$ cat config.mk
export PLATFORM = sky130hd
export DESIGN_NAME = png_unf_ctrl
export DESIGN_NICKNAME = d
export VERILOG_FILES = /design/src/design/png_unf_pkg.sv /design/src/design/png_unf_ctrl.sv
export SDC_FILE = /design/constraint.sdc
export NUM_CORES = 1
export LEC_CHECK = 0
export BUFFER_PORTS_ARGS = -buffer_cell sky130_fd_sc_hd__buf_2
export CORE_UTILIZATION = 33
export DETAILED_ROUTE_END_ITERATION = 6
export GPL_TIMING_DRIVEN = 0
export SYNTH_ARGS = -nofsm -noshare
export SYNTH_HDL_FRONTEND = slang
export SYNTH_SLANG_ARGS = --single-unit
$ cat constraint.sdc
create_clock -name i_clk -period 11.2 [get_ports i_clk]
set_input_delay 2.24 -clock i_clk [delete_from_list [all_inputs] [get_ports i_clk]]
set_output_delay 2.24 -clock i_clk [all_outputs]
set_load 0.01 [all_outputs]
$ cat src/design/png_unf_pkg.sv
package png_unf_pkg;

    localparam int COL_W    = 15;
    localparam int ROW_W    = 16;
    localparam int BPP_W    = 4;
    localparam int SEL_W    = 3;
    localparam int PADDR_W  = 4;
    localparam int PDATA_W  = 32;

    localparam logic [1:0] REG_BPP       = 2'd0;
    localparam logic [1:0] REG_ROW_BYTES = 2'd1;
    localparam logic [1:0] REG_ROW_COUNT = 2'd2;

    localparam logic [2:0] FLT_NONE  = 3'd0;
    localparam logic [2:0] FLT_SUB   = 3'd1;
    localparam logic [2:0] FLT_UP    = 3'd2;
    localparam logic [2:0] FLT_AVG   = 3'd3;
    localparam logic [2:0] FLT_PAETH = 3'd4;

    typedef struct packed {
        logic [BPP_W-1:0] bpp;
        logic [COL_W-1:0] row_bytes;
        logic [ROW_W-1:0] row_count;
    } t_cfg;

    typedef struct packed {
        logic [7:0]       data;
        logic [2:0]       kind;
        logic             invalid;
        logic             first_row;
        logic             left_ok;
        logic [SEL_W-1:0] sel;
        logic             eor;
        logic             eoi;
        logic [COL_W-1:0] col;
    } t_item;

    function automatic logic [7:0] paeth(input logic [7:0] a, input logic [7:0] b,
                                         input logic [7:0] c);
        logic signed [9:0] sa;
        logic signed [9:0] sb;
        logic signed [9:0] sc;
        logic signed [9:0] da;
        logic signed [9:0] db;
        logic signed [9:0] dc;
        logic [7:0]        res;
        sa = $signed({2'b00, a});
        sb = $signed({2'b00, b});
        sc = $signed({2'b00, c});
        da = sb - sc;
        db = sa - sc;
        dc = sa + sb - sc - sc;
        if (da < 0) da = -da;
        if (db < 0) db = -db;
        if (dc < 0) dc = -dc;
        if (da <= db && da <= dc) begin
            res = a;
        end else if (db <= dc) begin
            res = b;
        end else begin
            res = c;
        end
        return res;
    endfunction

endpackage

$ cat src/design/png_unf_ctrl.sv
module png_unf_ctrl
    import png_unf_pkg::*;
#(
    parameter int MAX_ROW_BYTES = 16384
) (
    input  logic       i_clk,
    input  logic       i_rst_n,
    input  t_cfg       i_cfg,
    input  logic       i_accept,
    input  logic [7:0] i_byte,
    output logic       o_push,
    output t_item      o_item
);

    localparam int AW  = (MAX_ROW_BYTES > 1) ? $clog2(MAX_ROW_BYTES) : 1;
    localparam int CW  = (AW < COL_W) ? AW : COL_W;

    logic          r_awaiting;
    logic [CW-1:0] r_col;
    logic [ROW_W-1:0] r_row;
    logic [2:0]    r_kind;
    logic          r_invalid;

    logic          eor;
    logic          eoi;

    assign eor = (17'(r_col) + 17'd1) >= 17'(i_cfg.row_bytes);
    assign eoi = eor && ((17'(r_row) + 17'd1) >= 17'(i_cfg.row_count));

    assign o_push          = i_accept && !r_awaiting;
    assign o_item.data      = i_byte;
    assign o_item.kind      = r_kind;
    assign o_item.invalid   = r_invalid;
    assign o_item.first_row = (r_row == '0);
    assign o_item.left_ok   = 16'(r_col) >= 16'(i_cfg.bpp);
    assign o_item.sel       = SEL_W'(i_cfg.bpp - BPP_W'(1));
    assign o_item.eor       = eor;
    assign o_item.eoi       = eoi;
    assign o_item.col       = COL_W'(r_col);

    always_ff @(posedge i_clk) begin
        if (!i_rst_n) begin
            r_awaiting <= 1'b1;
            r_col      <= '0;
            r_row      <= '0;
            r_kind     <= FLT_NONE;
            r_invalid  <= 1'b0;
        end else if (i_accept) begin
            if (r_awaiting) begin
                r_awaiting <= 1'b0;
                r_col      <= '0;
                if (i_byte <= 8'(FLT_PAETH)) begin
                    r_kind    <= i_byte[2:0];
                    r_invalid <= 1'b0;
                end else begin
                    r_kind    <= FLT_NONE;
                    r_invalid <= 1'b1;
                end
            end else if (eor) begin
                r_awaiting <= 1'b1;
                r_col      <= '0;
                r_row      <= eoi ? '0 : r_row + ROW_W'(1);
            end else begin
                r_col <= r_col + CW'(1);
            end
        end
    end

endmodule

==> metrics.log <==
INFO  metric min_period_over_period = 0.5661
INFO  metric final-max-slew-violation-count = 0
INFO  metric num-nets-final = 565
INFO  metric p_leak = about 1.8 nW
INFO  metric worstSetupPathType = in -> out
INFO  metric synth_warnings = 0
INFO  metric p_clk_frac = 0.422
INFO  metric rsz_0062_raised_after_global_routing = false
INFO  metric vias = 2917
INFO  metric antenna_violating_nets_post_route = 0
INFO  metric worstSkewPairLatency = between 0.2 and 0.3 ns
INFO  metric gpl.final_weighted_congestion = 0.8427
INFO  metric grt_start_max_net_pins = 12
INFO  metric antennaDiodeCount = 0
INFO  metric detailed_router_iteration_count_before_antenna_repair = 4
INFO  metric status = finished, final reports clean
INFO  metric slew_of_the_pin_with_the_lowest_slew_margin = 0.7072 ns
INFO  metric netlist-cell-type-count = 53
INFO  metric total_congestion_overflow_after_global_routing = 0
INFO  metric via_per_inst = 4.952
INFO  metric cts_hold_buffers = 0
INFO  metric syn-cell-area = 3015 sq um
INFO  metric area_growth_syn_to_layout = 21.49%
INFO  metric detail_route.wirelength = 7.501 mm
INFO  metric htreeDepth = 2
INFO  metric fin_worst_skew = 0.004071 ns
INFO  metric design.die.area = 9524 sq um
INFO  metric pwr_density_cell = 76.83 nW/um^2
INFO  metric power.switching_fraction = 0.2373
INFO  metric tritoncts_clock_tree = done
INFO  metric final.hold.worst_slack = 0.4817 ns
INFO  metric post_synth_inst_count = 394
INFO  metric vdd.ir_drop.worst = 45.23 uV
INFO  metric dieWidth = a little under 100 microns
INFO  metric slew-limit-headroom = 0.5280
INFO  metric row_count = 34
INFO  metric final_hold_viol_count = 0
INFO  metric cts-root-to-sink-buffers = 2
INFO  metric grt_first_pass_wirelength = about 12 mm
INFO  metric drv_cap = 0
INFO  metric setup_total_negative_slack = 0 ns
INFO  metric boundaryPins = 81
INFO  metric post-dp-hpwl = 6.049 mm
INFO  metric hold_class = reg -> reg
INFO  metric total_switching_power = 0.00006679 W
INFO  metric timing.critical_path.arrival = 4.10 ns
INFO  metric finalSetupViolations = 0
INFO  metric post_synthesis_sequential_element_count = 35
INFO  metric drt-initial-drc-count = 68
INFO  metric clock.fmax = roughly 0.16 GHz
INFO  metric first_global_vias = 2741
INFO  metric post_cts.resized_instances = 0
INFO  metric chipHeight = 97.59 microns
INFO  metric wl_per_cell = 12.74 microns
INFO  metric reg_clk_slew_reported_paths = around 0.07 ns
INFO  metric synthFlopType = dfxtp_1
INFO  metric layout-drive-gt1-share = 0.2328
INFO  metric filler_cell_count = 931
INFO  metric crit_fanout = 5
INFO  metric worst_ep_required_time = 8.96 ns
INFO  metric synth_nets = 479
INFO  metric cts_buffers = 5
INFO  metric syn-mean-instance-area = 7.653 sq um
INFO  metric synth-seq-area-share = 0.2324
INFO  metric postCtsSetupBuffers = 0
INFO  metric setup.worst_path.start_class = primary input
INFO  metric design.core.area = 8763 sq um
INFO  metric power_frac_seq = 0.447
INFO  metric clock_tree.root_cell = clkbuf_8
INFO  metric start_util = 0.3441
INFO  metric clock-sinks = 35
INFO  metric layout_min_cycle_time = 6.341 ns
INFO  metric ys_async_sr_fraction = 0
INFO  metric antenna_violations_before_repair = 0
INFO  metric power.combinational.fraction = 0.131
INFO  metric internal_power = roughly 0.00021 W
INFO  metric critPathCaptureType = primary output
INFO  metric synth_edf_count = 0
INFO  metric port_buffers = 79
INFO  metric all_layer_global_routing_usage = 0.1589
INFO  metric drc_violation_count_after_routing = 0
==> logic make-up after synthesis <==
group | count (synthesis) | synth area share
buf+inv | 71 | 0.1071
xor+xnor | 22 | 0.06390
compound gates | 79 | 0.1759
other cells | 1 | 0.001244
simple gates | 146 | 0.2544
mux | 1 | 0.003320
flops | 35 | 0.2324
fa+ha+maj | 39 | 0.1618
==> power groups by stage <==
stage                     clock (W)  combinational (W)  sequential, W
after CTS                  0.000124          0.0000373       0.000126
final                      0.000119          0.0000367       0.000126
after global placement            0          0.0000364       0.000129
after global routing       0.000128          0.0000414       0.000126
after floorplan                   0          0.0000209       0.000129
after detailed placement          0          0.0000371       0.000129
==> cell type report <==
cell class,count,area [sq um],area share
sequential,35,700.7,0.1913
clock inverter,2,35.03,0.009563
tap,108,135.1,0.03689
timing repair buffer,79,395.4,0.1079
multi-input combinational,288,1992,0.5437
inverter,46,172.7,0.04713
buffer,25,150.1,0.04098
clock buffer,6,82.58,0.02254
==> worst max-delay path, stage by stage <==
cell	delay [ns]
buf_2	0.07
inv_1	0.03
ha_1	0.30
nand4_1	0.14
a2111oi_0	0.56
o32a_1	0.38
o21a_1	0.17
buf_4	0.10
buf_2	0.11
==> Yosys cell counts (all sizes together) (3+ instances only) <==
| master | n | area, sq um |
|---|---|---|
| a2bb2oi | 3 | 26.28 |
| nand3 | 21 | 110.1 |
| o21ai | 12 | 60.05 |
| and3 | 5 | 37.54 |
| nand4 | 16 | 100.1 |
| buf | 17 | 120.1 |
| a22oi | 4 | 30.03 |
| nor3 | 8 | 40.04 |
| inv | 46 | 172.7 |
| nor4b | 3 | 26.28 |
| a22o | 3 | 26.28 |
| dfxtp | 35 | 700.7 |
| nand2b | 5 | 31.28 |
| clkbuf | 8 | 30.03 |
| a21o | 3 | 22.52 |
| nor4 | 5 | 46.29 |
| nand2 | 38 | 142.6 |
| a21oi | 25 | 125.1 |
| or3 | 7 | 45.05 |
| and4 | 3 | 26.28 |
| xnor2 | 14 | 122.6 |
| or2 | 3 | 18.77 |
| o211ai | 3 | 22.52 |
| xor2 | 8 | 70.07 |
| o21a | 7 | 52.55 |
| nor2 | 24 | 92.59 |
| nor2b | 6 | 37.54 |
| ha | 39 | 488.0 |
==> per-layer routing <==
metal / global-route usage / vias to the layer above / routed length, microns
met5: 0 / - / 0
met3: 0.03885 / 6 / 452
met1: 0.1925 / 1285 / 3427
li1: - / 1549 / -
met2: 0.2803 / 77 / 3556
met4: 0.03846 / 0 / 64
==> placed cells by master, fill, tap and decap left out, drive strengths merged, types with 3 or more instances in the layout <==
| cell type | n |
|---|---|
| nor4b | 3 |
| nor2b | 6 |
| o211ai | 3 |
| o21a | 7 |
| a2bb2oi | 3 |
| inv | 46 |
| ha | 39 |
| nor4 | 5 |
| nor2 | 24 |
| or3 | 7 |
| nand2 | 38 |
| buf | 96 |
| xnor2 | 14 |
| nand4 | 16 |
| o21ai | 12 |
| a22o | 3 |
| a22oi | 4 |
| a21o | 3 |
| nor3 | 8 |
| a21oi | 25 |
| xor2 | 8 |
| and4 | 3 |
| and3 | 5 |
| nand3 | 21 |
| dfxtp | 35 |
| nand2b | 5 |
| clkbuf | 14 |
| or2 | 3 |
==> registers in the layout (all words and copies together) (netlist names) <==
signal,count
r_row,16
r_awaiting,1
r_kind,3
r_invalid,1
r_col,14
==> stage by stage <==
stage | instance area [sq um] | total power [W] | std cells | setup WS [ns] | util
after CTS | 3664 | 0.0002871 | 589 | 4.858 | 0.4180
after floorplan | 3015 | 0.0001497 | 394 | 5.243 | -
after detailed placement | 3546 | 0.0001658 | 581 | 4.862 | 0.4046
after global routing | 3664 | 0.0002951 | 589 | 4.715 | 0.4180
final | 3664 | 0.0002815 | 589 | 4.859 | 0.4180
after global placement | 3546 | 0.0001652 | 581 | 4.895 | 0.4046
==> worst paths after layout <==
check,start,slack [ns],to,cells after the start
max reg2reg,r_row[0]$_SDFFE_PN0P_,7.16,r_row[8]$_SDFFE_PN0P_,13
min,r_awaiting$_SDFFE_PN1P_,0.48,r_awaiting$_SDFFE_PN1P_,2
max,i_cfg[12],4.86,o_item[15],9
min reg2reg,r_awaiting$_SDFFE_PN1P_,0.48,r_awaiting$_SDFFE_PN1P_,2
Note: power is estimated with default switching activity, not from simulation.
