===== src/design/png_unf_pkg.sv =====
package png_unf_pkg;

    localparam int COL_W    = 15;
    localparam int ROW_W    = 16;
    localparam int BPP_W    = 4;
    localparam int SEL_W    = 3;
    localparam int PADDR_W  = 4;
    localparam int PDATA_W  = 32;

    localparam logic [1:0] REG_BPP       = 2'd0;
    localparam logic [1:0] REG_ROW_BYTES = 2'd1;
    localparam logic [1:0] REG_ROW_COUNT = 2'd2;

    localparam logic [2:0] FLT_NONE  = 3'd0;
    localparam logic [2:0] FLT_SUB   = 3'd1;
    localparam logic [2:0] FLT_UP    = 3'd2;
    localparam logic [2:0] FLT_AVG   = 3'd3;
    localparam logic [2:0] FLT_PAETH = 3'd4;

    typedef struct packed {
        logic [BPP_W-1:0] bpp;
        logic [COL_W-1:0] row_bytes;
        logic [ROW_W-1:0] row_count;
    } t_cfg;

    typedef struct packed {
        logic [7:0]       data;
        logic [2:0]       kind;
        logic             invalid;
        logic             first_row;
        logic             left_ok;
        logic [SEL_W-1:0] sel;
        logic             eor;
        logic             eoi;
        logic [COL_W-1:0] col;
    } t_item;

    function automatic logic [7:0] paeth(input logic [7:0] a, input logic [7:0] b,
                                         input logic [7:0] c);
        logic signed [9:0] sa;
        logic signed [9:0] sb;
        logic signed [9:0] sc;
        logic signed [9:0] da;
        logic signed [9:0] db;
        logic signed [9:0] dc;
        logic [7:0]        res;
        sa = $signed({2'b00, a});
        sb = $signed({2'b00, b});
        sc = $signed({2'b00, c});
        da = sb - sc;
        db = sa - sc;
        dc = sa + sb - sc - sc;
        if (da < 0) da = -da;
        if (db < 0) db = -db;
        if (dc < 0) dc = -dc;
        if (da <= db && da <= dc) begin
            res = a;
        end else if (db <= dc) begin
            res = b;
        end else begin
            res = c;
        end
        return res;
    endfunction

endpackage


===== src/design/png_unf_cfg.sv =====
module png_unf_cfg
    import png_unf_pkg::*;
#(
    parameter int MAX_ROW_BYTES   = 16384,
    parameter int MAX_PIXEL_BYTES = 8
) (
    input  logic               i_clk,
    input  logic               i_rst_n,
    input  logic               psel,
    input  logic               penable,
    input  logic               pwrite,
    input  logic [PADDR_W-1:0] paddr,
    input  logic [PDATA_W-1:0] pwdata,
    output logic [PDATA_W-1:0] prdata,
    output logic               pready,
    output t_cfg               o_cfg
);

    logic [BPP_W-1:0] r_bpp;
    logic [COL_W-1:0] r_row_bytes;
    logic [ROW_W-1:0] r_row_count;
    logic             wr_en;
    logic [1:0]       reg_idx;

    assign pready  = 1'b1;
    assign reg_idx = paddr[3:2];
    assign wr_en   = psel && penable && pwrite;

    always_ff @(posedge i_clk) begin
        if (!i_rst_n) begin
            r_bpp       <= BPP_W'(4);
            r_row_bytes <= COL_W'(4096);
            r_row_count <= ROW_W'(1);
        end else if (wr_en) begin
            case (reg_idx)
                REG_BPP:       r_bpp       <= pwdata[BPP_W-1:0];
                REG_ROW_BYTES: r_row_bytes <= pwdata[COL_W-1:0];
                REG_ROW_COUNT: r_row_count <= pwdata[ROW_W-1:0];
                default: ;
            endcase
        end
    end

    always_comb begin
        case (reg_idx)
            REG_BPP:       prdata = PDATA_W'(r_bpp);
            REG_ROW_BYTES: prdata = PDATA_W'(r_row_bytes);
            REG_ROW_COUNT: prdata = PDATA_W'(r_row_count);
            default:       prdata = '0;
        endcase
    end

    // effective values with out-of-range settings clamped
    always_comb begin
        if (r_bpp == '0) begin
            o_cfg.bpp = BPP_W'(1);
        end else if (r_bpp > BPP_W'(MAX_PIXEL_BYTES)) begin
            o_cfg.bpp = BPP_W'(MAX_PIXEL_BYTES);
        end else begin
            o_cfg.bpp = r_bpp;
        end

        if (r_row_bytes == '0) begin
            o_cfg.row_bytes = COL_W'(1);
        end else if (17'(r_row_bytes) > 17'(MAX_ROW_BYTES)) begin
            o_cfg.row_bytes = COL_W'(MAX_ROW_BYTES);
        end else begin
            o_cfg.row_bytes = r_row_bytes;
        end

        o_cfg.row_count = (r_row_count == '0) ? ROW_W'(1) : r_row_count;
    end

endmodule


===== config.mk =====
export PLATFORM = sky130hd
export DESIGN_NAME = png_unf_cfg
export DESIGN_NICKNAME = d
export VERILOG_FILES = /design/src/design/png_unf_pkg.sv /design/src/design/png_unf_cfg.sv
export SDC_FILE = /design/constraint.sdc
export NUM_CORES = 1
export LEC_CHECK = 0
export BUFFER_PORTS_ARGS = -buffer_cell sky130_fd_sc_hd__clkbuf_2
export CORE_MARGIN = 2
export CORE_UTILIZATION = 41
export DETAILED_ROUTE_END_ITERATION = 8
export PLACE_DENSITY = 0.75
export SYNTH_ARGS = -nofsm -noshare
export SYNTH_HDL_FRONTEND = slang
export SYNTH_SLANG_ARGS = --single-unit

===== constraint.sdc =====
create_clock -name i_clk -period 1.2 [get_ports i_clk]
set_input_delay 0.12 -clock i_clk [delete_from_list [all_inputs] [get_ports i_clk]]
set_output_delay 0.12 -clock i_clk [all_outputs]
set_load 0.005 [all_outputs]

==> out/metrics.yaml, run 1 <==
status:
  failed_checks: "negative setup slack"
  status: "finished, violations left"
critical_path:
  max_fo_critical_path: 2
  max_stage_delay_ns: 0.34
  r2r-end: "r_row_count[3]"
  critical_path.endpoint_type: "output port"
  critical_path.cell_chain: "nor4_4 > a41o_1 > buf_2"
  worstPathRequired_ns: 1.08
  worstSetupPathType: "reg -> out"
  crit_path_start_kind: "flip-flop"
  reg2reg_depth: 4
  reg2reg_slack_ns: 0.40
  crit_path_top_delay_cell: "dfxtp_2"
  reg2reg_from: "r_row_count[3]"
  data_arrival_time_of_the_critical_path_ns: 1.28
hold_path:
  hold_path_startpoint: "pwdata[15]"
  min_delay_path_depth: 3
  worst_hold_path.endpoint: "r_row_count[15]"
  hp-class: "in -> reg"
logic_synthesis:
  synth.cell_area_um2: 1973
  synth_edf_count: 0
  ys_seq_elements: 35
  synth_top_cells_by_area: "dfxtp_1 (36%), mux2i_1 (18%), nand2_1 (9.9%)"
  synth_cell_types: 28
  post_synthesis_cells: 237
  synth_ff_type: "dfxtp_1"
  asyncSetResetFlopFracSynth_pct: 0
  syn_area_per_cell_um2: 8.325
  yosysWarnings: 0
  synth_largest_type_area_fraction_pct: 35.51
  synth_top_area_cell: "dfxtp_1"
  yosysSeqAreaShare_pct: 35.51
floorplan:
  floorplan.rows: 25
  design.portCount: 109
  core_um2: 4692
  die_height_um: 73.37
  die-area_um2: 5383
  die_x_um: 73.37
  initial_utilization_pct: 42.05
clock_network:
  worst_setup_hold_path_clk_slew_ns: 0.07
  numClockSinks: 35
  clockRootBuffer: "clkbuf_8"
  clock_tree.htree_level_count: 2
  cts_tree: "yes"
  cts-root-to-sink-buffers: 2
  clk_latency_ns: 0.28
  cts_hold_repair.buffers: 0
  cts_inserted_buffers: 5
timing:
  fin_tns_setup_ns: -0.4042
  worst_clock_skew_ns: 0
  rsz0062_at_grt: "yes"
  min_period_over_period_pct: 116.4
  finalHoldWorstSlack_ns: 0.05594
  timing.final.max_slew_violations: 0
  setup_viol: 4
  final.setup.worst_slack_ns: -0.1966
  finalCriticalPeriod_ns: 1.397
  hold_violations: 0
  fmaxAchievable_mhz: 716.0
routing:
  vias_per_cell: 4.847
  iteration_0_drc_markers: 44
  total_routed_wirelength_um: 4959
  drt_pre_antenna_iters: 4
  drc_errors: 0
  via_count: 1745
  post_drt_wl_per_cell_um: 13.78
  antenna_violating_nets_post_route: 0
flow_run:
  drv.max_cap_violation_count: 0
layout:
  layout.nets: 346
  n_fill_cell: 455
  diodes_inserted: 0
  flow.area_growth_from_synthesis_pct: 28.92
  final_layout_size_suffix_gt1_share_pct: 43.79
global_route:
  antenna_violations_before_repair: 0
  grt_use_total_pct: 18.07
  grt_max_degree: 52
  grt_pass1_vias: 1604
  grt_first_pass_wirelength_um: 7527
  grt.overflow.total: 0
placement:
  gp_congestion: 0.7739
  port-buffer-count: 73
  detailed_place_hpwl_um: 3574
pwr:
  switching_fraction_pct: 25.39
  p_clk_share_pct: 36.2
  flop_pwr_share_pct: 52.2
  p_comb_share_pct: 11.7
  irDropWorstVdd_uv: 653.3
  cellInternalPower_w: 0.001708
  total_leakage_power_nw: 1.211
  net-switching-power_w: 0.0005813
  power.density_nw_per_um2: 900.0
worst max-delay path: cells and delay by family, from the launching register on:
kind                   cells  cell delay [ns]
flip-flops                 1             0.34
buffers and inverters      1             0.12
AND/OR/NAND/NOR            1             0.33
AO/OA/AOI/OAI              1             0.21
metal layers:
layer / routed length [µm] / vias to the layer above / part of all wire (%) / GRT usage, %
met4: 46 / 0 / 0.93 / 5.455
met2: 2446 / 67 / 49 / 30.73
met3: 320 / 5 / 6.5 / 4.664
met5: 0 / - / 0 / 0
met1: 2146 / 800 / 43 / 22.43
li1: - / 873 / - / -
cells by family after synthesis:
family / Yosys count / share of synthesized area [%]
buffers and inverters: 54 / 16.11
flip-flops: 35 / 35.51
AO/OA/AOI/OAI: 21 / 8.433
AND/OR/NAND/NOR: 89 / 21.31
other: 2 / 0.3806
multiplexers: 36 / 18.26
cells in the final DEF, fill, tap and decap left out, types with 2 or more instances in the layout:
master,Yosys,layout
inv_1,4,4
nor2b_2,1,4
buf_4,18,17
dfxtp_1,35,18
mux2i_1,36,35
nor2b_1,14,11
buf_12,1,2
nand3_1,3,3
buf_2,1,5
nor4_4,0,2
and2_4,2,2
nor2_1,5,5
nor4_2,0,4
dfxtp_2,0,16
conb_1,2,17
o211ai_1,2,2
a22o_1,11,11
nand2_1,52,52
o21ai_1,0,5
clkbuf_1,26,2
clkbuf_8,0,5
buf_6,4,4
clkbuf_2,0,68
power groups by stage:
stage	combinational (W)	clock, W	sequential [W]
after floorplan	0.000190	0	0.00122
after global placement	0.000255	0	0.00122
after detailed placement	0.000258	0	0.00122
after CTS	0.000265	0.000836	0.00119
after global routing	0.000301	0.000886	0.00120
final	0.000268	0.000828	0.00119
area by class of cell:
class / count / area, µm² / area share [%]
clock inverter: 1 / 5.005 / 0.1968
timing repair buffer: 96 / 578.1 / 22.73
inverter: 4 / 15.01 / 0.5903
sequential: 35 / 724.4 / 28.48
multi-input combinational: 163 / 1077 / 42.35
clock buffer: 7 / 76.32 / 3.000
tap: 54 / 67.56 / 2.656
cells in the mapped netlist, drive strengths merged (2+ instances only):
library cell / count
nand2: 52
o21ai: 5
nor2: 5
mux2i: 36
a22o: 11
o211ai: 3
nand3: 3
inv: 4
nor4: 6
clkbuf: 26
dfxtp: 35
buf: 24
and2: 3
conb: 2
nor2b: 15
through the flow:
step                      utilization (%)  setup WS [ns]  area [µm²]  std cells  power, W
after detailed placement            49.81       -0.08763        2337        351  0.001476
after global routing                54.21        -0.2458        2544        360  0.002382
after global placement              49.81       -0.09450        2337        351  0.001472
after floorplan                         -        0.09428        2029        252  0.001406
final                               54.21        -0.1966        2544        360  0.002289
after CTS                           53.15        -0.1977        2494        360  0.002294
registers in the layout, summed over array words and instances (netlist names):
signal,flops
r_row_count,16
r_row_bytes,15
r_bpp,4
worst max path at each step:
stage                    startpoint             end  slack [ns]  cells after the start
finish               r_row_count[1]        o_cfg[0]       -0.20                      3
global route        r_row_bytes[14]       o_cfg[16]       -0.25                      4
CTS                 r_row_bytes[11]       o_cfg[16]       -0.20                      4
detailed placement   r_row_count[1]        o_cfg[0]       -0.09                      4
global placement     r_row_count[1]        o_cfg[0]       -0.09                      4
floorplan                  paddr[3]  r_row_bytes[3]        0.09                      7
timing repair:
item	CTS	global route
pin swaps	5	9
gates resized for setup	22	26
buffers inserted	2	1
gates cloned	0	0
endpoints found under the setup margin	10	15
endpoints found under the hold margin	0	0
No activity file was read; power rests on OpenSTA's default activity.
==> inputs of run 2 (changes only) <==
Settings changed: PLACE_DENSITY 0.75 to 0.8.
==> out/metrics.yaml, run 2 (same netlist as run 1, synthesis figures left out) <==
routing:
  post_drt_wl_per_cell_um: 15.12
  dr_wl_met3_um: 341
  vias_per_cell: 4.972
  total_routed_wirelength_um: 5489
  drc_errors: 0
  route.layer.met1.wl_um: 2296
  routed-wl-met2_um: 2805
  iteration_0_drc_markers: 86
  via_count: 1805
  antenna_violating_nets_post_route: 0
  drt_pre_antenna_iters: 4
  highest-signal-layer: "met4"
timing:
  fmaxAchievable_mhz: 706.2
  final.setup.worst_slack_ns: -0.2161
  worst_clock_skew_ns: 0
  fin_tns_setup_ns: -0.4395
  hold_violations: 0
  rsz0062_at_grt: "yes"
  min_period_over_period_pct: 118.0
  finalCriticalPeriod_ns: 1.416
  setup_viol: 4
  timing.final.max_slew_violations: 0
pwr:
  irDropWorstVdd_uv: 784.0
  power.density_nw_per_um2: 981.7
  total_leakage_power_nw: 1.266
  total_power_w: 0.002576
critical_path:
  data_arrival_time_of_the_critical_path_ns: 1.30
  critical_path.endpoint_type: "output port"
  crit_path_start_kind: "flip-flop"
  worstPathRequired_ns: 1.08
  worstSetupPathType: "reg -> out"
  max_fo_critical_path: 2
global_route:
  grt_pass1_vias: 1694
  grt_use_total_pct: 20.21
  antenna_violations_before_repair: 0
  grt.overflow.total: 0
  grt_first_pass_wirelength_um: 8376
  grt_max_degree: 52
clock_network:
  clock_tree.htree_level_count: 2
  worst_setup_hold_path_clk_slew_ns: 0.07
  numClockSinks: 35
  clk_latency_ns: 0.28
  cts_tree: "yes"
  cts-root-to-sink-buffers: 2
  cts_inserted_buffers: 5
  clockRootBuffer: "clkbuf_8"
layout:
  stdcell_count: 363
  mostFrequentLayoutCell: "clkbuf_2"
  diodes_inserted: 0
  final_layout_size_suffix_gt1_share_pct: 44.98
  top_flop_regs: "r_row_count x16, r_row_bytes x15, r_bpp x4"
  flow.area_growth_from_synthesis_pct: 32.97
  largest_reg_flops: 16
  registers.top_by_ff_count: "r_row_count"
  layout.nets: 349
  final_cell_mix: "clkbuf_2 (71), nand2_1 (52), mux2i_1 (36), buf_4 (19)"
floorplan:
  floorplan.rows: 25
  die_height_um: 73.37
  die-area_um2: 5383
  initial_utilization_pct: 42.05
  core_um2: 4692
  die_x_um: 73.37
  design.portCount: 109
placement:
  port-buffer-count: 73
  gp_congestion: 0.8082
  numPlacedInstances: 350
  detailed_place_hpwl_um: 3787
  dp_slack_ns: -0.006393
flow_run:
  drv.max_cap_violation_count: 0
status:
  failed_checks: "negative setup slack"
  status: "finished, violations left"
hold_path:
  hp-class: "in -> reg"
run 2: where the power goes:
group	total, W	internal [W]	switching [W]
clock	0.00111	0.000673	0.000433
combinational	0.000277	0.000128	0.000149
sequential	0.00119	0.00117	0.0000201
total	0.00258	0.00197	0.000603
run 2: layout make-up:
type	count	area, µm²
Clock buffer	6	82.58
Inverter	4	15.01
Sequential cell	35	733.2
Multi-Input combinational cell	163	1095
Fill cell	421	2068
Timing Repair Buffer	99	595.6
Tap cell	54	67.56
Clock inverter	2	35.03
run 2: critical path, stage by stage, from the launching register on:
cell and delay (ns):
dfxtp_2 0.34, nor4_4 0.29, nand4_1 0.16, o21ai_1 0.11, buf_2 0.13
run 2: what timing repair did:
action / 4_1_cts / 5_1_grt
cloned: 1 / 0
endpoints found under the hold margin: 0 / 0
setup buffers: 4 / 0
pin swaps: 11 / 7
resized for setup: 30 / 18
endpoints found under the setup margin: 6 / 21
hold buffers: 0 / 0
run 2: path summary, 6_finish.rpt:
path,from,end,slack (ns),depth (start not counted)
max,r_row_bytes[8],o_cfg[16],-0.22,4
min,pwdata[15],r_row_count[15],0.05,3
max reg2reg,r_row_count[2],r_row_count[2],0.35,4
min reg2reg,r_bpp[0],r_bpp[0],0.48,2
run 2: routing by layer:
layer | up-vias | GRT usage [%]
met2 | 68 | 34.93
met1 | 846 | 25.11
met3 | 7 | 4.252
li1 | 884 | -
met5 | - | 0
met4 | 0 | 6.263
run 2: metrics by stage:
stage | util (%) | area, µm² | hold slack (ns)
after global routing | 55.92 | 2624 | 0.06132
after detailed placement | 49.65 | 2330 | 0.3655
after global placement | 49.65 | 2330 | 0.3633
after CTS | 55.15 | 2587 | 0.06693
final | 55.92 | 2624 | 0.05421
after floorplan | - | 2029 | 0.2621
==> inputs of run 3 (changes only) <==
Settings changed: CELL_PAD_IN_SITES_DETAIL_PLACEMENT from default to 0, CELL_PAD_IN_SITES_GLOBAL_PLACEMENT from default to 1, CORE_UTILIZATION 41 to 32, CTS_BUF_LIST from default to sky130_fd_sc_hd__clkbuf_2 sky130_fd_sc_hd__clkbuf_4 sky130_fd_sc_hd__clkbuf_8, PLACE_DENSITY 0.8 to 0.88.
==> out/metrics.yaml, run 3 (same netlist as run 1, synthesis figures left out) <==
status:
  status: "finished, violations left"
  failed_checks: "negative setup slack"
critical_path:
  critical_path.startpoint: "r_row_count[1]"
  critical_path.endpoint_type: "output port"
  worstPathRequired_ns: 1.08
  crit_path_start_kind: "flip-flop"
  max_fo_critical_path: 2
  reg2reg_depth: 4
  crit_path_top_delay_cell: "nor4_4"
  critical_path.cell_chain: "nor4_4 > a41o_1 > clkbuf_2"
  worstSetupPathType: "reg -> out"
  max_stage_delay_ns: 0.35
  reg2reg_slack_ns: 0.39
  worst_setup_path_endpoint: "o_cfg[0]"
  reg2reg_from: "r_row_count[3]"
  r2r-end: "r_row_count[3]"
  data_arrival_time_of_the_critical_path_ns: 1.31
floorplan:
  initial_utilization_pct: 33.13
  die-area_um2: 6810
  core_um2: 5956
  design.portCount: 109
  die_x_um: 82.53
  die_height_um: 82.53
  floorplan.rows: 28
routing:
  antenna_violating_nets_post_route: 0
  iteration_0_drc_markers: 111
  drc_errors: 0
  vias_per_cell: 4.626
  total_routed_wirelength_um: 5656
  post_drt_wl_per_cell_um: 14.50
  via_count: 1804
  drt_pre_antenna_iters: 4
timing:
  worst_clock_skew_ns: 0
  setup_viol: 9
  fin_tns_setup_ns: -0.6450
  finalHoldWorstSlack_ns: 0.06403
  min_period_over_period_pct: 119.3
  hold_violations: 0
  fmaxAchievable_mhz: 698.7
  finalCriticalPeriod_ns: 1.431
  final.setup.worst_slack_ns: -0.2313
  timing.final.max_slew_violations: 0
  rsz0062_at_grt: "yes"
clock_network:
  clock_tree.htree_level_count: 2
  clockRootBuffer: "clkbuf_8"
  clk_latency_ns: 0.28
  cts_hold_repair.buffers: 0
  worst_setup_hold_path_clk_slew_ns: 0.07
  cts-root-to-sink-buffers: 2
  cts_inserted_buffers: 5
  cts_tree: "yes"
  numClockSinks: 35
layout:
  n_fill_cell: 603
  final_layout_size_suffix_gt1_share_pct: 44.44
  flow.area_growth_from_synthesis_pct: 35.76
  registers.top_by_ff_count: "r_row_count"
  layout.nets: 355
  mostFrequentLayoutCell: "clkbuf_2"
  largest_reg_flops: 16
  top_flop_regs: "r_row_count x16, r_row_bytes x15, r_bpp x4"
  final_cell_mix: "clkbuf_2 (68), nand2_1 (52), mux2i_1 (36), dfxtp_1 (20), buf_4 (19)"
  diodes_inserted: 0
global_route:
  grt_first_pass_wirelength_um: 8135
  grt_use_total_pct: 16.01
  grt_max_degree: 52
  antenna_violations_before_repair: 0
  grt.overflow.total: 0
  grt_pass1_vias: 1686
hold_path:
  hp-class: "in -> reg"
  min_delay_path_depth: 3
pwr:
  power.density_nw_per_um2: 878.0
  total_power_w: 0.002352
  total_leakage_power_nw: 1.280
  irDropWorstVdd_uv: 484.5
placement:
  gp_congestion: 0.8495
  port-buffer-count: 73
  detailed_place_hpwl_um: 4087
flow_run:
  drv.max_cap_violation_count: 0
[run 3: cell types whose count changed in the layout (fill, tap and decap cells not counted), sizes merged]
cell	before	now
buf	28	36
clkbuf	77	76
bufinv	1	0
[run 3: critical path: cells and delay by family (launching register included)]
kind | cells | cell delay (ns)
compound gates | 1 | 0.22
buf+inv | 1 | 0.11
flops | 1 | 0.34
simple gates | 1 | 0.35
[run 3: routing by layer]
layer  GRT usage [%]  part of all wire [%]
met2           26.13                    47
met1           19.95                    44
met3           5.000                   7.4
met5               0                     0
met4           5.410                   1.6
[run 3: stage by stage]
step / std cells / utilization [%] / cell area, µm² / setup WS, ns
3_3_place_gp: 376 / 40.19 / 2394 / -0.09617
5_1_grt: 390 / 44.98 / 2679 / -0.3297
4_1_cts: 387 / 43.09 / 2566 / -0.2575
3_5_place_dp: 376 / 40.19 / 2394 / -0.02025
2_1_floorplan: 252 / - / 2029 / 0.09428
6_report: 390 / 44.98 / 2679 / -0.2313
[run 3: final cells by class]
cell class                 instances  area, µm²  area share [%]
sequential                        35      729.5           27.23
clock inverter                     1      5.005          0.1868
tap                               75      93.84           3.503
inverter                           4      15.01          0.5605
timing repair buffer             105      680.7           25.41
multi-input combinational        163       1071           39.98
clock buffer                       7      83.83           3.129
[run 3: worst min-delay path by stage]
stage,to,slack (ns),from
after floorplan,r_row_count[15],0.26,pwdata[15]
after global placement,r_row_count[15],0.37,pwdata[15]
after detailed placement,r_row_count[15],0.38,pwdata[15]
after CTS,r_row_count[15],0.08,pwdata[15]
after global routing,r_row_count[15],0.07,pwdata[15]
final,r_row_count[15],0.06,pwdata[15]
[run 3: what timing repair did]
item,4_1_cts,5_1_grt
setup buffers,3,2
gates cloned,0,2
pin swaps,8,9
setup endpoints to repair,6,17
resized for setup,21,32
[run 3: where the power goes]
group | switching [W] | leakage [nW] | internal [W]
clock | 0.000428 | 0.0491 | 0.000453
sequential | 0.0000168 | 0.290 | 0.00117
combinational | 0.000152 | 0.941 | 0.000132
